$ cat src/hw/rtl/pip_pkg.sv
package pip_pkg;

  localparam int COORD_BITS_DEF = 16;

  // control bits that travel with a vertex down the pipe
  typedef struct packed {
    logic first_vertex;
    logic last_vertex;
    logic last_point;
    logic active;
  } flags_t;

endpackage

$ cat src/hw/rtl/point_in_polygon_crossing_core.sv
// channel | handshake           | payload
// --------+---------------------+-----------------------------------------------
// in      | in_valid / in_stall | point_x/y, vertex_x/y, first/last_vertex,
//         |                     | last_point, active
// out     | out_valid/out_stall | inside_res, any_inside, group_done
//
// One vertex item per cycle while no held result stalls the input. A result is
// offered once the last vertex of a pass has gone through a difference stage, a
// product stage (four multipliers of COORD_BITS+1 bits), then the compare and
// parity update feeding the output register. Synchronous active-low reset clears
// the valid bits, vertex history and pass state. in_stall rises only while a
// finished result is held by out_stall and the pipe behind it is full.
module point_in_polygon_crossing_core #(
  parameter int COORD_BITS = pip_pkg::COORD_BITS_DEF
) (
  input  logic                         clk,
  input  logic                         rst_n,
  input  logic                         in_valid,
  output logic                         in_stall,
  input  logic signed [COORD_BITS-1:0] in_point_x,
  input  logic signed [COORD_BITS-1:0] in_point_y,
  input  logic signed [COORD_BITS-1:0] in_vertex_x,
  input  logic signed [COORD_BITS-1:0] in_vertex_y,
  input  logic                         in_first_vertex,
  input  logic                         in_last_vertex,
  input  logic                         in_last_point,
  input  logic                         in_active,
  output logic                         out_valid,
  input  logic                         out_stall,
  output logic                         out_inside_res,
  output logic                         out_any_inside,
  output logic                         out_group_done
);

  localparam int W  = COORD_BITS;
  localparam int PW = 2 * COORD_BITS + 2;

  // vertex history
  logic signed [W-1:0] start_x_r, start_y_r, prior_x_r, prior_y_r;

  // difference stage
  logic                s1_v_r;
  pip_pkg::flags_t     s1_flags_r;
  logic signed [W:0]   s1_dx_r [2];
  logic signed [W:0]   s1_dy_r [2];
  logic signed [W:0]   s1_ax_r [2];
  logic signed [W:0]   s1_by_r [2];
  logic                s1_str_r [2];

  // product stage
  logic                s2_v_r;
  pip_pkg::flags_t     s2_flags_r;
  logic signed [PW-1:0] s2_pa_r [2];
  logic signed [PW-1:0] s2_pb_r [2];
  logic                s2_str_r [2];

  // pass state
  logic parity_r, pass_active_r, group_hit_r;
  logic parity_nxt, pass_active_nxt, group_hit_nxt, inside_nxt;

  logic out_valid_r, out_inside_r, out_any_r, out_done_r;

  logic in_take, s1_ready, s2_ready, s2_take, out_ready;

  pip_pkg::flags_t     in_flags;
  logic signed [W:0]   dx_nxt [2];
  logic signed [W:0]   dy_nxt [2];
  logic signed [W:0]   ax_nxt [2];
  logic signed [W:0]   by_nxt [2];
  logic                str_nxt [2];
  logic signed [W-1:0] ex1 [2];
  logic signed [W-1:0] ey1 [2];
  logic signed [W-1:0] ex2 [2];
  logic signed [W-1:0] ey2 [2];
  logic                edge_hit [2];

  // handshake chain
  assign out_ready = !out_valid_r || !out_stall;
  assign s2_take   = s2_v_r && (!s2_flags_r.last_vertex || out_ready);
  assign s2_ready  = !s2_v_r || s2_take;
  assign s1_ready  = !s1_v_r || s2_ready;
  assign in_stall  = !s1_ready;
  assign in_take   = in_valid && s1_ready;

  assign in_flags = '{first_vertex: in_first_vertex, last_vertex: in_last_vertex,
                      last_point: in_last_point, active: in_active};

  // edge 0: previous vertex to this one; edge 1: this one back to the start
  always_comb begin
    ex1[0] = prior_x_r;
    ey1[0] = prior_y_r;
    ex2[0] = in_vertex_x;
    ey2[0] = in_vertex_y;
    ex1[1] = in_vertex_x;
    ey1[1] = in_vertex_y;
    ex2[1] = in_first_vertex ? in_vertex_x : start_x_r;
    ey2[1] = in_first_vertex ? in_vertex_y : start_y_r;
    for (int e = 0; e < 2; e++) begin
      // a horizontal edge never straddles, so no separate check
      str_nxt[e] = (in_point_y < ey1[e]) != (in_point_y < ey2[e]);
      dx_nxt[e]  = {ex2[e][W-1], ex2[e]} - {ex1[e][W-1], ex1[e]};
      dy_nxt[e]  = {ey2[e][W-1], ey2[e]} - {ey1[e][W-1], ey1[e]};
      ax_nxt[e]  = {in_point_x[W-1], in_point_x} - {ex1[e][W-1], ex1[e]};
      by_nxt[e]  = {in_point_y[W-1], in_point_y} - {ey1[e][W-1], ey1[e]};
      if (dy_nxt[e][W]) begin
        dy_nxt[e] = -dy_nxt[e];
        by_nxt[e] = -by_nxt[e];
      end
    end
  end

  always_ff @(posedge clk) begin
    if (!rst_n) begin
      start_x_r <= '0;
      start_y_r <= '0;
      prior_x_r <= '0;
      prior_y_r <= '0;
    end else if (in_take) begin
      prior_x_r <= in_vertex_x;
      prior_y_r <= in_vertex_y;
      if (in_first_vertex) begin
        start_x_r <= in_vertex_x;
        start_y_r <= in_vertex_y;
      end
    end
  end

  always_ff @(posedge clk) begin
    if (!rst_n) begin
      s1_v_r <= 1'b0;
    end else if (s1_ready) begin
      s1_v_r <= in_valid;
    end
  end

  always_ff @(posedge clk) begin
    if (in_take) begin
      s1_flags_r <= in_flags;
      for (int e = 0; e < 2; e++) begin
        s1_dx_r[e]  <= dx_nxt[e];
        s1_dy_r[e]  <= dy_nxt[e];
        s1_ax_r[e]  <= ax_nxt[e];
        s1_by_r[e]  <= by_nxt[e];
        s1_str_r[e] <= str_nxt[e];
      end
    end
  end

  always_ff @(posedge clk) begin
    if (!rst_n) begin
      s2_v_r <= 1'b0;
    end else if (s2_ready) begin
      s2_v_r <= s1_v_r;
    end
  end

  // left of the crossing <=> ax*|dy| < by'*dx, exact in PW bits
  always_ff @(posedge clk) begin
    if (s1_v_r && s2_ready) begin
      s2_flags_r <= s1_flags_r;
      for (int e = 0; e < 2; e++) begin
        s2_pa_r[e]  <= PW'(s1_ax_r[e]) * PW'(s1_dy_r[e]);
        s2_pb_r[e]  <= PW'(s1_by_r[e]) * PW'(s1_dx_r[e]);
        s2_str_r[e] <= s1_str_r[e];
      end
    end
  end

  always_comb begin
    for (int e = 0; e < 2; e++) begin
      edge_hit[e] = s2_str_r[e] && (s2_pa_r[e] < s2_pb_r[e]);
    end
    parity_nxt      = parity_r;
    pass_active_nxt = pass_active_r;
    if (s2_flags_r.first_vertex) begin
      parity_nxt      = 1'b0;
      pass_active_nxt = s2_flags_r.active;
    end else begin
      parity_nxt = parity_r ^ edge_hit[0];
    end
    if (s2_flags_r.last_vertex) begin
      parity_nxt = parity_nxt ^ edge_hit[1];
    end
    inside_nxt    = parity_nxt && pass_active_nxt;
    group_hit_nxt = group_hit_r || inside_nxt;
  end

  always_ff @(posedge clk) begin
    if (!rst_n) begin
      parity_r      <= 1'b0;
      pass_active_r <= 1'b0;
      group_hit_r   <= 1'b0;
    end else if (s2_take) begin
      parity_r      <= parity_nxt;
      pass_active_r <= pass_active_nxt;
      if (s2_flags_r.last_vertex) begin
        group_hit_r <= group_hit_nxt && !s2_flags_r.last_point;
      end
    end
  end

  always_ff @(posedge clk) begin
    if (!rst_n) begin
      out_valid_r <= 1'b0;
    end else if (out_ready) begin
      out_valid_r <= s2_v_r && s2_flags_r.last_vertex;
    end
  end

  always_ff @(posedge clk) begin
    if (out_ready && s2_v_r && s2_flags_r.last_vertex) begin
      out_inside_r <= inside_nxt;
      out_any_r    <= group_hit_nxt;
      out_done_r   <= s2_flags_r.last_point;
    end
  end

  assign out_valid      = out_valid_r;
  assign out_inside_res = out_inside_r;
  assign out_any_inside = out_any_r;
  assign out_group_done = out_done_r;

endmodule

$ cat config.mk
export PLATFORM = sky130hd
export DESIGN_NAME = point_in_polygon_crossing_core
export DESIGN_NICKNAME = d
export VERILOG_FILES = /design/src/hw/rtl/pip_pkg.sv /design/src/hw/rtl/point_in_polygon_crossing_core.sv
export SDC_FILE = /design/constraint.sdc
export NUM_CORES = 2
export LEC_CHECK = 0
export BUFFER_PORTS_ARGS = -buffer_cell sky130_fd_sc_hd__buf_2
export CAP_MARGIN = 20
export CORE_ASPECT_RATIO = 2
export CORE_MARGIN = 3
export CORE_UTILIZATION = 60
export CTS_BUF_LIST = sky130_fd_sc_hd__clkbuf_8
export DETAILED_ROUTE_END_ITERATION = 16
export GPL_ROUTABILITY_DRIVEN = 0
export PLACE_DENSITY = 0.84
export SYNTH_ARGS = -nofsm -noshare
export SYNTH_HDL_FRONTEND = slang
export SYNTH_SLANG_ARGS = --single-unit
export TNS_END_PERCENT = 10
$ cat constraint.sdc
create_clock -name clk -period 8.05 [get_ports clk]
set_input_delay 1.2075 -clock clk [delete_from_list [all_inputs] [get_ports clk]]
set_output_delay 1.2075 -clock clk [all_outputs]
set_load 0.005 [all_outputs]
==> flow_metrics.tcl <==
set metrics [dict create \
    yosysTopAreaCellShare 0.376 \
    worstSetupEndpointType "flop" \
    status "finished clean" \
    ys.flop_type "edfxtp_1" \
    drtIter0Drc 3466 \
    yosysSeqAreaShare 0.158 \
    slowest_delay_ps 810 \
    cp.arrival_ps 7740 \
    route.detailed.drc 0 \
    cp_cell_sequence "nand2_1, fa_1, inv_1, fa_1, fa_1, fa_1, fa_1, inv_1, fa_1, inv_1, ha_1, and3_1, a221o_1, a2111oi_2, o21ai_1, and3_1, a21boi_1, o41a_1, a21o_1, a21oi_2, xnor2_1" \
    drive_gt1_frac 0.0364 \
    r2r-start "s1_dx_r[0][9]" \
    via_per_inst 5.96 \
    post-route-period-util 0.904 \
    setup.worst_path.class "flop to flop" \
    wire_per_inst_um 22.5 \
    finalSetupViolCount 0 \
    ys_ff_latch 357 \
    place_hpwl_um 146000 \
    start_util 0.606 \
    path_delay_family "adder cells" \
    io_pins 77 \
    grt_pass1_vias 53000 \
    startpoint_type "flop" \
    crit_fanout 17 \
    reg2regPathDepth 21 \
    rows 168 \
    crit_top_cell "fa_1" \
    use_met3 0.0578 \
    clk_pin_slew_ps 80 \
    cts_tree "yes" \
    antenna_found_initial 13 \
    synthCells 6570 \
    nFillCells 7977 \
    synth_area_leaders "fa_1 38%, edfxtp_1 14%, ha_1 11%, inv_1 8.2%, and2_1 5.6%" \
    hp-class "flop to flop" \
    synth_area_um2 63500 \
    vias 47500 \
    grt_pass1_wl_um 280000 \
    syn_avg_cell_area_um2 9.67 \
    multi_input_area_um2 47600 \
    dieWidth_um 236 \
    async_flop_share 0 \
    busiest_layer "met2" \
    drt_wl_total_um 179000 \
    clk-insertion-delay-late_ps 720 \
    maxSlewViolCount 0 \
    die_y_um 466 \
    core_area_um2 105000 \
    overflow 0 \
    grt_setup_unrepaired "no" \
    synthToLayoutAreaGrowth_pct 4.50 \
    fin_util 0.633 \
    cts_resized 0 \
    hold_viol 0 \
    maxCapViolCount 0 \
    numPortBuffers 76 \
    clock-root-buffer "clkbuf_8" \
    fp.dieArea_um2 110000 \
    max_freq_ghz 0.137 \
    ant_nets 0 \
    postCtsSetupBuffers 0 \
    slew_headroom 0.169 \
    critPathSlowestCell "edfxtp_1" \
    clockBufferDepth 3 \
    htree_levels 2 \
    grt_max_degree 151 \
    min_from "s1_flags_r[2]" \
    met1_usage 0.314 \
    finalCriticalPeriod_ps 7280 \
    grt_usage 0.334 \
    cts_hold_buf 0 \
    cts_buffers 57 \
    use_met2 0.594 \
    firstDrtPassIters 8 \
    worst_pin_slew_ps 1240 \
    synth_edf_count 287 \
    clock-skew-final_ps 49.7 \
    ys_top_cells_by_count "1395 x inv_1, 1192 x fa_1, 749 x nand2_1" \
    setup-tns-final_ps 0 \
    cts.sinks 357 \
    synth.distinct_cells 91 \
    nets 8369 \
    worstSetupStartpoint "s1_dx_r[0][9]" \
    seqCellArea_um2 10000 \
    hold_depth 0 \
    synth.most_common_cell "inv_1" \
    ys_warn_count 0 \
    synth_area_leader_cell "fa_1" \
    critPathBufInv 3 \
    synthesis.nets 8387 \
    cp_num_cells 21 \
    required_ps 8510 \
]
[cell type report]
cell class	instances	share of cell area
clock buffers	62	0.0129
repair buffers	108	0.00953
clock inverters	46	0.00492
well taps	1360	0.0256
multi-input cells	4632	0.716
inverters	1396	0.0790
flip-flops and latches	357	0.151
diodes	18	0.000678
[through the flow]
| stage | std cells | setup WS [ps] | cell area (um^2) | hold slack, ps |
|---|---|---|---|---|
| after detailed placement | 7848 | 972 | 65100 | 407 |
| after floorplan | 6570 | 1420 | 63500 | 400 |
| after CTS | 7956 | 935 | 66300 | 424 |
| after global placement | 7848 | 1080 | 65100 | 403 |
| after global routing | 7964 | 487 | 66400 | 434 |
| final | 7979 | 770 | 66400 | 424 |
[registers in the layout (all words and copies together) (netlist names)]
register	cells
group_hit_r	1
out_any_inside	1
out_group_done	1
out_inside_res	1
out_valid	1
parity_r	1
pass_active_r	1
prior_x_r	16
prior_y_r	16
s1_ax_r	34
s1_by_r	34
s1_dx_r	34
s1_dy_r	34
s1_flags_r	4
s1_str_r	2
s1_v_r	1
s2_flags_r	4
s2_pa_r	68
s2_pb_r	68
s2_str_r	2
s2_v_r	1
start_x_r	16
start_y_r	16
[routing by layer]
| layer | routed length [um] | vias up | share of wire |
|---|---|---|---|
| li1 | - | 20300 | - |
| met1 | 51400 | 23600 | 0.29 |
| met2 | 91800 | 2454 | 0.51 |
| met3 | 12600 | 1198 | 0.070 |
| met4 | 23700 | 2 | 0.13 |
| met5 | 7 | - | 0.000039 |
[final timing paths]
path | endpoint | slack [ps]
max | s2_pb_r[0][33] | 770
min | s2_flags_r[2] | 420
max reg2reg | s2_pb_r[0][33] | 770
min reg2reg | s2_flags_r[2] | 420
[placed cells by master, fill, tap and decap left out, drive strengths merged, types with 20 or more instances in the layout]
master,n
o21ai,134
nand2b,62
xor2,89
a21o,89
and2,569
xnor2,211
a21boi,60
buf,108
nand2,749
nor3,53
fa,1192
nor2b,56
nor2,220
a21oi,191
mux2i,22
nand4,28
ha,553
o21a,36
clkinv,25
o21bai,22
o211a,20
dfxtp,70
nand3,47
edfxtp,287
inv,1409
a211oi,34
clkbuf,62
[kinds of logic after synthesis]
family | count (synthesis) | synth area share
flops | 357 | 0.158
buf+inv | 1581 | 0.0938
simple gates | 1864 | 0.145
mux | 38 | 0.00630
compound gates | 685 | 0.0710
fa+ha+maj | 1745 | 0.484
xor+xnor | 300 | 0.0415
Power is not shown: default switching activity piles up to over one toggle a cycle in this logic, so the estimate is an artifact.
